File: src/rtl/idea_pkg.sv
// ----------------------------------------------------------------------------
// IDEA cipher package
// Shared types, constants and arithmetic helpers for the IDEA block cipher.
// ----------------------------------------------------------------------------
package idea_pkg;

  localparam int NUM_SUBKEYS = 52;
  localparam int NUM_ROUNDS  = 8;
  localparam int NUM_INV     = 18;
  localparam int INV_STEPS   = 16;
  localparam int LAST_PHASE  = 2;

  localparam logic [1:0] REG_KEY_HIGH = 2'd0;
  localparam logic [1:0] REG_KEY_LOW  = 2'd1;

  typedef enum logic [2:0] {
    ST_INV_LOAD,
    ST_INV_RUN,
    ST_INV_STORE,
    ST_IDLE,
    ST_ROUND
  } state_t;

  typedef struct packed {
    logic       inv_load;
    logic       inv_step;
    logic       inv_store;
    logic [4:0] inv_idx;
    logic       blk_load;
    logic       blk_run;
    logic [3:0] round;
    logic [1:0] phase;
  } dp_cmd_t;

  // Multiplication mod 65537 where zero stands for 65536.
  function automatic logic [15:0] mul_mod(input logic [15:0] a, input logic [15:0] b);
    logic [31:0] p;
    logic [16:0] r;
    p = 32'(a) * 32'(b);
    r = {1'b0, p[15:0]} - {1'b0, p[31:16]};
    if (r[16]) begin
      r = r + 17'h10001;
    end
    if (a == 16'd0) begin
      return 16'd1 - b;
    end else if (b == 16'd0) begin
      return 16'd1 - a;
    end
    return r[15:0];
  endfunction

  function automatic logic [15:0] neg_mod(input logic [15:0] x);
    return 16'd0 - x;
  endfunction

  // Encryption subkey n: word n mod 8 of the key rotated left by 25 per group.
  function automatic logic [15:0] enc_subkey(input logic [127:0] k, input int n);
    logic [127:0] rk;
    int r;
    r  = (25 * (n / 8)) % 128;
    rk = (k << r) | (k >> (128 - r));
    return rk[127 - 16 * (n % 8) -: 16];
  endfunction

endpackage

File: src/rtl/idea_ctrl.sv
// ----------------------------------------------------------------------------
// IDEA controller
// Sequences the decryption key inversions and the rounds of one block.
// ----------------------------------------------------------------------------
module idea_ctrl (
  input  logic             clk,
  input  logic             rst,
  input  logic             start,
  input  logic             cfg_we,
  input  logic [1:0]       cfg_addr,
  output logic             busy,
  output idea_pkg::dp_cmd_t cmd
);
  import idea_pkg::*;

  state_t     state, state_next;
  logic [4:0] inv_idx, inv_idx_next;
  logic [3:0] inv_cnt, inv_cnt_next;
  logic [3:0] round, round_next;
  logic [1:0] phase, phase_next;
  logic       key_write;

  assign key_write = cfg_we && (cfg_addr == REG_KEY_HIGH || cfg_addr == REG_KEY_LOW);

  always_ff @(posedge clk) begin
    if (rst) begin
      state   <= ST_INV_LOAD;
      inv_idx <= '0;
      inv_cnt <= '0;
      round   <= '0;
      phase   <= '0;
    end else begin
      state   <= state_next;
      inv_idx <= inv_idx_next;
      inv_cnt <= inv_cnt_next;
      round   <= round_next;
      phase   <= phase_next;
    end
  end

  always_comb begin
    state_next   = state;
    inv_idx_next = inv_idx;
    inv_cnt_next = inv_cnt;
    round_next   = round;
    phase_next   = phase;
    cmd          = '0;
    cmd.inv_idx  = inv_idx;
    cmd.round    = round;
    cmd.phase    = phase;
    unique case (state)
      ST_INV_LOAD: begin
        cmd.inv_load = 1'b1;
        inv_cnt_next = '0;
        state_next   = ST_INV_RUN;
      end
      ST_INV_RUN: begin
        cmd.inv_step = 1'b1;
        inv_cnt_next = inv_cnt + 4'd1;
        if (inv_cnt == 4'(INV_STEPS - 1)) begin
          state_next = ST_INV_STORE;
        end
      end
      ST_INV_STORE: begin
        cmd.inv_store = 1'b1;
        if (inv_idx == 5'(NUM_INV - 1)) begin
          state_next = ST_IDLE;
        end else begin
          inv_idx_next = inv_idx + 5'd1;
          state_next   = ST_INV_LOAD;
        end
      end
      ST_IDLE: begin
        if (start) begin
          cmd.blk_load = 1'b1;
          round_next   = '0;
          phase_next   = '0;
          state_next   = ST_ROUND;
        end
      end
      ST_ROUND: begin
        cmd.blk_run = 1'b1;
        if (round == 4'(NUM_ROUNDS)) begin
          state_next = ST_IDLE;
        end else if (phase == 2'(LAST_PHASE)) begin
          phase_next = '0;
          round_next = round + 4'd1;
        end else begin
          phase_next = phase + 2'd1;
        end
      end
      default: state_next = ST_IDLE;
    endcase
    // A new key restarts the inversion sweep.
    if (key_write) begin
      inv_idx_next = '0;
      state_next   = ST_INV_LOAD;
    end
  end

  assign busy = (state != ST_IDLE);

endmodule

File: config.mk
export PLATFORM = sky130hd
export DESIGN_NAME = idea_ctrl
export DESIGN_NICKNAME = d
export VERILOG_FILES = /design/src/rtl/idea_pkg.sv /design/src/rtl/idea_ctrl.sv
export SDC_FILE = /design/constraint.sdc
export NUM_CORES = 1
export LEC_CHECK = 0
export BUFFER_PORTS_ARGS = -buffer_cell sky130_fd_sc_hd__buf_4
export CAP_MARGIN = 10
export CORE_MARGIN = 3
export CORE_UTILIZATION = 42
export CTS_BUF_LIST = sky130_fd_sc_hd__clkbuf_4
export DETAILED_ROUTE_END_ITERATION = 16
export HOLD_SLACK_MARGIN = 0.15
export MAX_ROUTING_LAYER = met4
export SYNTH_ARGS = -nofsm -noshare
export SYNTH_HDL_FRONTEND = slang
export SYNTH_SLANG_ARGS = --single-unit
export TNS_END_PERCENT = 30
File: constraint.sdc
create_clock -name clk -period 2.8 [get_ports clk]
set_clock_uncertainty 0.15 [all_clocks]
set_input_delay 0.28 -clock clk [delete_from_list [all_inputs] [get_ports clk]]
set_output_delay 0.28 -clock clk [all_outputs]
set_load 0.05 [all_outputs]
==> run metrics, run 1 <==
period utilisation layout=75.7%; initial antenna violation count=0; clock-pin slew on the worst setup and hold paths=0.10 ns; dominant cell type by area after synthesis=dfxtp_1; drt wl/cell=12.7 microns; Slew @ Worst Pin=0.534 ns; overall power=462 uW; Hold Startpoint=cfg_we; CTS-repair resized insts=0; post-route insts no fill=156; Seq cells post-synth=18; Inserted Diodes=0; DP Cell Count=151; Starting Density=47.0%; Routed WL=1980 microns; synth warn=0; Max transition margin=63.9%; global-route wire length before repair=3420 microns; post-route design area=0.00118 sq mm; layout cells sized above 1=22.5%; nets@finish=141; Critical R2R Launch=inv_idx[0]$_SDFFE_PP0P_; DRC=0; Startpoint Class=flop; Reg-to-Reg End=state[1]$_SDFFE_PP0P_; worst slack at placement=0.900 ns; Hold EP=inv_idx[0]$_SDFFE_PP0P_; CTS tree=yes; Pre-Repair DR Iteration Count=4; top cells by area, synth=dfxtp_1 37%, ha_1 6.5%, nor2_1 4.7%; Port Buf Inserts=21; Multi-input gate area=573 sq um; WS Path Type=flop to output port; Worst VDD drop=314 uV; Reg area=360 sq um; final RePlAce weighted congestion=0.653; grt total ovfl=0; Die X=54.0 microns; die area=0.00292 sq mm; Crit path required time=2.37 ns; cells after synthesis=106; Post-DP Area=0.00115 sq mm; Core Rows=16; P_leak=0.509 nW; total global-route track usage=16.5%; register area share after synthesis=37.2%; EDFF count, synth=0; Final Hold Viols=0; setup repair after global routing missed its margin=no; number of clock sinks=18; commonest non-fill, non-tap cell in the layout=buf_4; Fmax=472 MHz; share of the synthesized area in the top cell type=37.2%; dpl hpwl=1470 microns; I/O pin count=23; setup_tns=0 ns; mean number of vias per cell=5.28; P per Cell Area=390 mW/mm^2; slack of the critical path=0.680 ns; Mapped Nets=117; # H-tree levels=1; number of slew-limit violations in the final report=0; Max Cap Violations=0; clk_lat worst skew=0.29 ns; Iter 0 DRT Violations=6; post-synthesis cell area=968 sq um; Die Span Y=54.0 microns; vias in the first global route=811; core area=0.00206 sq mm; most frequent cells in the layout=21 x buf_4, 18 x dfxtp_1, 12 x nor2_1; asr flop ratio synth=0%; Max FO, Critical Path=14; CTS Buf Count=3; Final setup viols=0; deepest clock path buffer count=2; pin count of the biggest net entering global routing=15; via count=823; worst reg2reg path depth=5; Routed Antenna Nets=0; Syn Area/Cell=9.14 sq um; Root Driver=clkbuf_4; status=finished, final reports clean; Netlist cell types=43; Critical Path AT=1.69 ns; Worst Hold Depth=3; Setup crit end kind=output port; clock period minus worst slack=2.12 ns; Filler Cells Inserted=200; setup slack, reg-to-reg=0.91 ns; ys flop type=dfxtp_1; HP Class=input port to flop; area delta synth->final=22.2%
==> state kept, by name, indices dropped and copies added, names as in the netlist <==
name     cells
phase        2
inv_idx      5
inv_cnt      4
round        4
state        3
==> layer usage <==
layer / global-route usage (%) / up-vias / part of all wire (%)
met5: - / - / 0
li1: - / 429 / -
met1: 19.2 / 378 / 46
met4: 2.49 / 0 / 0
met2: 28.4 / 16 / 48
met3: 4.99 / 0 / 5.2
==> Yosys cell counts, drive strengths merged, types with 2 or more instances <==
library cell / n
inv: 6
nor3b: 3
xnor2: 2
nand3b: 5
xor2: 2
nand2: 5
nor4bb: 2
nand4b: 2
nor3: 2
mux2i: 2
clkbuf: 2
ha: 5
nor2: 12
nand4: 2
dfxtp: 18
nand3: 4
a21oi: 7
and3b: 2
or3: 2
==> worst max-delay path: stages (launching register included) <==
cell,delay (ns)
dfxtp_1,0.64
or3b_1,0.46
inv_1,0.10
buf_4,0.20
==> repair_timing <==
action	4_1_cts	5_1_grt
endpoints found under the hold margin	10	0
hold buffers	1	0
endpoints found under the setup margin	0	0
setup buffers	0	0
==> where the power goes <==
group          switching [mW]  internal, mW  total [mW]
registers             0.00969         0.260       0.270
logic                  0.0367        0.0226      0.0593
clock network          0.0809        0.0518       0.133
total                   0.127         0.335       0.462
==> cell families (layout without fill, tap and decap cells) <==
family	count (synthesis)	in the layout	synth area share, %
buf+inv	9	32	3.62
xor+xnor	4	4	3.62
compound gates	20	20	14.7
mux	2	2	2.07
simple gates	48	48	32.3
flops	18	18	37.2
fa+ha+maj	5	5	6.46
==> through the flow <==
step	util [%]	hold WS [ns]
floorplan	-	0.299
global placement	55.6	0.321
detailed placement	55.6	0.327
CTS	57.4	0.279
global route	57.4	0.324
finish	57.4	0.288
==> worst max-delay path by stage <==
stage / depth (start not counted) / startpoint / slack, ns / endpoint
final: 3 / state[0]$_SDFFE_PP0P_ / 0.68 / cmd[14]
after global routing: 3 / state[0]$_SDFFE_PP0P_ / 0.58 / cmd[14]
after CTS: 3 / state[0]$_SDFFE_PP0P_ / 0.67 / cmd[14]
after detailed placement: 5 / inv_idx[0]$_SDFFE_PP0P_ / 0.90 / state[1]$_SDFFE_PP0P_
after global placement: 5 / inv_idx[0]$_SDFFE_PP0P_ / 0.94 / state[1]$_SDFFE_PP0P_
after floorplan: 5 / state[1]$_SDFFE_PP0P_ / 0.76 / inv_idx[1]$_SDFFE_PP0P_
==> layout make-up <==
class / instances / share of cell area [%]
Clock buffer: 3 / 1.90
Clock inverter: 1 / 0.317
Inverter: 6 / 1.90
Multi-Input combinational cell: 79 / 48.4
Sequential cell: 18 / 30.4
Tap cell: 27 / 2.85
Timing Repair Buffer: 22 / 14.2
Power figures use the tool's default switching activity.
==> run 2: changes to the inputs <==
--- a/config.mk
+++ b/config.mk
@@ -13,6 +13,7 @@
 export DETAILED_ROUTE_END_ITERATION = 16
 export HOLD_SLACK_MARGIN = 0.15
 export MAX_ROUTING_LAYER = met4
+export PLACE_DENSITY = 0.67
 export SYNTH_ARGS = -nofsm -noshare
 export SYNTH_HDL_FRONTEND = slang
 export SYNTH_SLANG_ARGS = --single-unit
==> constraint.sdc (replaced) <==
create_clock -name clk -period 1.8 [get_ports clk]
set_clock_uncertainty 0.15 [all_clocks]
set_input_delay 0.18 -clock clk [delete_from_list [all_inputs] [get_ports clk]]
set_output_delay 0.18 -clock clk [all_outputs]
set_load 0.05 [all_outputs]
==> run 2 against run 1 <==
Net effect: sequential power grew 54%; die area is the same; power grew 56%; design area grew 4.3%; critical path depth is the same; final cell count grew 1.3%; highest routed layer is now met4; largest power group unchanged; clock power grew 53%; hold slack lost 0.098 ns; global-route usage shrank 1.0 points; largest cell class unchanged; register-to-register slack lost 0.78 ns; non-clock buffer count grew 2; routed wire length grew 1.6%.
==> run metrics, run 2 (synthesis gave the netlist of run 1 again) <==
period utilisation layout=96.4%; Fmax=576 MHz; core area=0.00206 sq mm; worst reg2reg path depth=6; area delta synth->final=27.5%; Final Hold Viols=0; Worst Hold Depth=3; mean number of vias per cell=5.31; Max Cap Violations=0; drt wl/cell=12.7 microns; Critical Path AT=1.40 ns; nets@finish=143; Slew @ Worst Pin=0.333 ns; DP Cell Count=153; layout cells sized above 1=29.8%; Max transition margin=77.6%; largest registers=inv_idx x5, inv_cnt x4, round x4; cells along the critical path=or3b_4 > inv_1 > buf_4; # H-tree levels=1; I/O pin count=23; Reg-to-Reg End=state[1]$_SDFFE_PP0P_; P_leak=0.523 nW; Iter 0 DRT Violations=8; total global-route track usage=15.5%; setup_tns=0 ns; Hold EP=inv_idx[2]$_SDFFE_PP0P_; DRC=0; die area=0.00292 sq mm; deepest clock path buffer count=2; number of slew-limit violations in the final report=0; grt total ovfl=0; Largest register FFs=5; Crit path max-delay family=simple AND/OR/NAND/NOR gates; HP Class=input port to flop; Worst VDD drop=356 uV; CP max stage cell=or3b_4; Biggest register=inv_idx; setup repair after global routing missed its margin=no; Routed Antenna Nets=0; post-route insts no fill=158; Inserted Diodes=0; number of clock sinks=18; clk_lat worst skew=0.29 ns; CTS tree=yes; Critical R2R Launch=inv_idx[1]$_SDFFE_PP0P_; Root Driver=clkbuf_4; via count=839; slack of the critical path=0.0651 ns; final RePlAce weighted congestion=0.692; worst slack at placement=0.0963 ns; initial antenna violation count=0; Hold Startpoint=cfg_we; Pre-Repair DR Iteration Count=4; dpl hpwl=1450 microns; Slowest Stage Delay on Critical Path=0.43 ns; clock-pin slew on the worst setup and hold paths=0.10 ns; Port Buf Inserts=21; WP buf/inv=2; Die X=54.0 microns; setup slack, reg-to-reg=0.13 ns; Startpoint Class=flop; commonest non-fill, non-tap cell in the layout=buf_4; vias in the first global route=742; Core Rows=16; pin count of the biggest net entering global routing=13; Setup crit end kind=output port; clock period minus worst slack=1.73 ns; global-route wire length before repair=3220 microns; most frequent cells in the layout=23 x buf_4, 12 x nor2_1, 12 x dfxtp_1; Routed WL=2010 microns; CTS Buf Count=3; Final setup viols=0; P per Cell Area=584 mW/mm^2; final core utilization=59.9%; Crit path required time=1.47 ns; WS Path Type=flop to output port; Max FO, Critical Path=11; Die Span Y=54.0 microns; overall power=721 uW; status=finished, final reports clean; Starting Density=47.0%; post-CTS setup buffers=0
[run 2: timing repair]
action,4_1_cts,5_1_grt
endpoints found under the setup margin,3,4
resized for setup,1,4
hold endpoints to repair,10,0
hold buffers,1,0
gates cloned,0,0
[run 2: worst max path at each step]
| stage | cells after the start | endpoint | from | slack, ns |
|---|---|---|---|---|
| floorplan | 4 | round[0]$_SDFFE_PP0P_ | state[2]$_SDFFE_PP0P_ | -0.05 |
| global placement | 6 | state[1]$_SDFFE_PP0P_ | inv_idx[1]$_SDFFE_PP0P_ | 0.18 |
| detailed placement | 6 | state[1]$_SDFFE_PP0P_ | inv_idx[1]$_SDFFE_PP0P_ | 0.1 |
| CTS | 3 | cmd[14] | state[1]$_SDFFE_PP0P_ | 0.002 |
| global route | 3 | cmd[14] | state[1]$_SDFFE_PP0P_ | 0.008 |
| finish | 3 | cmd[14] | state[1]$_SDFFE_PP0P_ | 0.07 |
[run 2: layer usage]
metal / routed length (microns) / track usage [%] / up-vias / part of all wire (%)
met2: 945 / 25.0 / 20 / 47
met4: 9 / 4.98 / 0 / 0.45
li1: - / - / 429 / -
met1: 969 / 19.1 / 388 / 48
met3: 91 / 3.32 / 2 / 4.5
met5: 0 / - / - / 0
[run 2: per-stage QoR]
step / instance area (sq um) / hold slack (ns)
after floorplan: 988 / 0.202
after global placement: 1180 / 0.309
after detailed placement: 1180 / 0.314
after CTS: 1220 / 0.174
after global routing: 1230 / 0.197
final: 1230 / 0.190
[run 2: power breakdown]
part / total, mW / switching (mW) / internal, mW
Sequential: 0.415 / 0.0112 / 0.403
Clock: 0.203 / 0.122 / 0.0805
Combinational: 0.104 / 0.0634 / 0.0405
Total: 0.721 / 0.197 / 0.524
[run 2: area by class of cell]
cell class,count,area [sq um]
flip-flops and latches,18,373
clock buffers,3,22.5
fillers,187,827
inverters,6,22.5
repair buffers,24,183
multi-input cells,79,597
well taps,27,33.8
clock inverters,1,3.75
[run 2: tightest hold or removal path: cells and delay by family]
| kind | cells | cell delay, ns |
|---|---|---|
| simple gates | 1 | 0.08 |
| buf+inv | 1 | 0.07 |
| compound gates | 1 | 0.27 |
==> run 3: changes to the inputs <==
--- a/config.mk
+++ b/config.mk
@@ -5,14 +5,13 @@
 export SDC_FILE = /design/constraint.sdc
 export NUM_CORES = 1
 export LEC_CHECK = 0
+export ABC_AREA = 1
 export BUFFER_PORTS_ARGS = -buffer_cell sky130_fd_sc_hd__buf_4
 export CAP_MARGIN = 10
 export CORE_MARGIN = 3
 export CORE_UTILIZATION = 42
-export CTS_BUF_LIST = sky130_fd_sc_hd__clkbuf_4
 export DETAILED_ROUTE_END_ITERATION = 16
 export HOLD_SLACK_MARGIN = 0.15
-export MAX_ROUTING_LAYER = met4
 export PLACE_DENSITY = 0.67
 export SYNTH_ARGS = -nofsm -noshare
 export SYNTH_HDL_FRONTEND = slang
==> run 3 against run 2 <==
Net effect: global-route usage decreased by 0.20 points; largest cell class unchanged; critical path type is now input port to flop; critical path depth grew 3; hold slack better by 0.021 ns; worst setup slack gained 0.059 ns; register-to-register slack better by 0.16 ns; first-iteration DRC count grew to 3.1 times the previous value.
==> run metrics, run 3 <==
WS Path Type=input port to flop; I/O pin count=23; setup_tns=0 ns; P_sw=264 uW; Hold Startpoint=cfg_addr[1]; asr flop ratio synth=0%; count leader, synth=nand2_1; top cells by area, synth=dfxtp_1 33%, nand2_1 11%, a21oi_1 7.4%; Reg-to-Reg End=inv_idx[2]$_SDFFE_PP0P_; Multi-input gate area=638 sq um; Setup crit end kind=flop; commonest non-fill, non-tap cell in the layout=nand2_1; CTS Buf Count=3; register area share after synthesis=33.5%; cells after synthesis=150; synth warn=0; ys flop type=dfxtp_1; number of clock sinks=18; core area=0.00232 sq mm; most frequent cells in the layout=31 x nand2_1, 21 x buf_4, 19 x inv_1; slack of the critical path=0.124 ns; Worst VDD drop=556 uV; overall power=858 uW; nets@finish=191; Seq cells post-synth=18; dpl hpwl=1740 microns; status=finished, final reports clean; Filler Cells Inserted=219; post-route design area=0.00135 sq mm; P per Cell Area=635 mW/mm^2; Starting Density=46.4%; worst setup path endpoint=inv_idx[1]$_SDFFE_PP0P_; global-route wire length before repair=3940 microns; DRC=0; Pre-Repair DR Iteration Count=4; P_leak=0.609 nW; Iter 0 DRT Violations=25; Routed WL=2230 microns; clk_lat worst skew=0.29 ns; Syn Area/Cell=7.17 sq um; share of the synthesized area in the top cell type=33.5%; HP Class=input port to flop; Final Hold Viols=0; Root Driver=clkbuf_4; Mapped Nets=161; post-CTS setup buffers=0; period utilisation layout=93.1%; Netlist cell types=23; Critical R2R Launch=inv_idx[0]$_SDFFE_PP0P_; deepest clock path buffer count=2; die area=0.00321 sq mm; Internal=595 uW; Die X=56.6 microns; clock period minus worst slack=1.68 ns; Max FO, Critical Path=6; top cell types by occurrence after synthesis=31 x nand2_1, 19 x inv_1, 18 x dfxtp_1; Startpoint Class=input port; Routed Antenna Nets=0; Post-DP Area=0.00127 sq mm; combinational power share=20.8%; grt total ovfl=0; Biggest register=inv_idx; initial antenna violation count=0; pin count of the biggest net entering global routing=11; CTS tree=yes; final RePlAce weighted congestion=0.707; drt wl/cell=10.8 microns; Core Rows=17; Fmax=597 MHz; Max Cap Violations=0; largest registers=inv_idx x5, inv_cnt x4, round x4; clock power share=29.2%; setup slack, reg-to-reg=0.29 ns; clock-pin slew on the worst setup and hold paths=0.11 ns; area delta synth->final=25.7%; register share of total power=50.1%; Reg area=363 sq um; total global-route track usage=15.3%; worst reg2reg path depth=6; vias in the first global route=948; hold_ws=0.211 ns; Port Buf Inserts=21; dominant cell type by area after synthesis=dfxtp_1; Max transition margin=79.0%; Largest register FFs=5; mean number of vias per cell=4.84; Net Sw Frac=30.7%; CP startpoint=rst; layout cells sized above 1=25.7%; Inserted Diodes=0; worst slack at placement=0.323 ns; number of slew-limit violations in the final report=0; Final setup viols=0; via count=1,002; post-synthesis cell area=0.00108 sq mm; # H-tree levels=1; Crit path required time=1.89 ns; EDFF count, synth=0; setup repair after global routing missed its margin=no; Die Span Y=56.6 microns; Slew @ Worst Pin=0.315 ns; Critical Path AT=1.76 ns
[run 3: cell type report]
type                            instances  area share [%]
Multi-Input combinational cell        110            47.2
Sequential cell                        18            26.8
Timing Repair Buffer                   25            14.6
Inverter                               22            6.11
Clock buffer                            4            2.68
Tap cell                               28            2.59
[run 3: what timing repair did]
item	in CTS	in global routing
resized for setup	0	2
endpoints found under the hold margin	7	0
hold buffers	4	0
setup endpoints to repair	0	1
[run 3: kinds of logic (layout without fill, tap and decap cells)]
family,Yosys count,in the layout,synth area share [%]
AO/OA/AOI/OAI,25,25,12.8
buffers and inverters,22,51,7.67
flip-flops,18,18,33.5
XOR/XNOR,4,4,3.26
adder cells (fa/ha/maj),5,5,5.81
AND/OR/NAND/NOR,76,76,37.0
[run 3: power groups by stage]
stage / clock (mW) / sequential (mW) / combinational, mW
floorplan: 0 / 0.451 / 0.107
global placement: 0 / 0.437 / 0.168
detailed placement: 0 / 0.438 / 0.171
CTS: 0.263 / 0.429 / 0.179
global route: 0.275 / 0.433 / 0.195
finish: 0.250 / 0.430 / 0.178
[run 3: metal layers]
layer  global-route usage, %  vias up  share of wire [%]
li1                        -      536                  -
met1                    19.3      447                 45
met2                    25.9       17                 50
met3                    4.14        2                4.0
met4                    3.05        0               0.63
met5                       0        -                  0
[run 3: worst max-delay path, stage by stage]
cell and delay, ns:
dlygate4sd3_1 0.53, buf_4 0.16, a21oi_1 0.14, dlygate4sd3_1 0.56, o21ai_0 0.07, a21oi_1 0.11
[run 3: worst min path at each step]
stage                                          to  slack, ns  cells after the start
after detailed placement    round[2]$_SDFFE_PP0P_       0.25                      2
after global routing      inv_idx[0]$_SDFFE_PP0P_       0.31                      5
after global placement      round[2]$_SDFFE_PP0P_       0.25                      2
final                     inv_idx[0]$_SDFFE_PP0P_       0.21                      5
after CTS                 inv_idx[0]$_SDFFE_PP0P_       0.22                      5
after floorplan             round[2]$_SDFFE_PP0P_       0.09                      1
[run 3: through the flow]
stage | utilization (%) | cells
floorplan | - | 150
global placement | 54.8 | 199
detailed placement | 54.8 | 199
CTS | 58.1 | 207
global route | 58.3 | 207
finish | 58.3 | 207
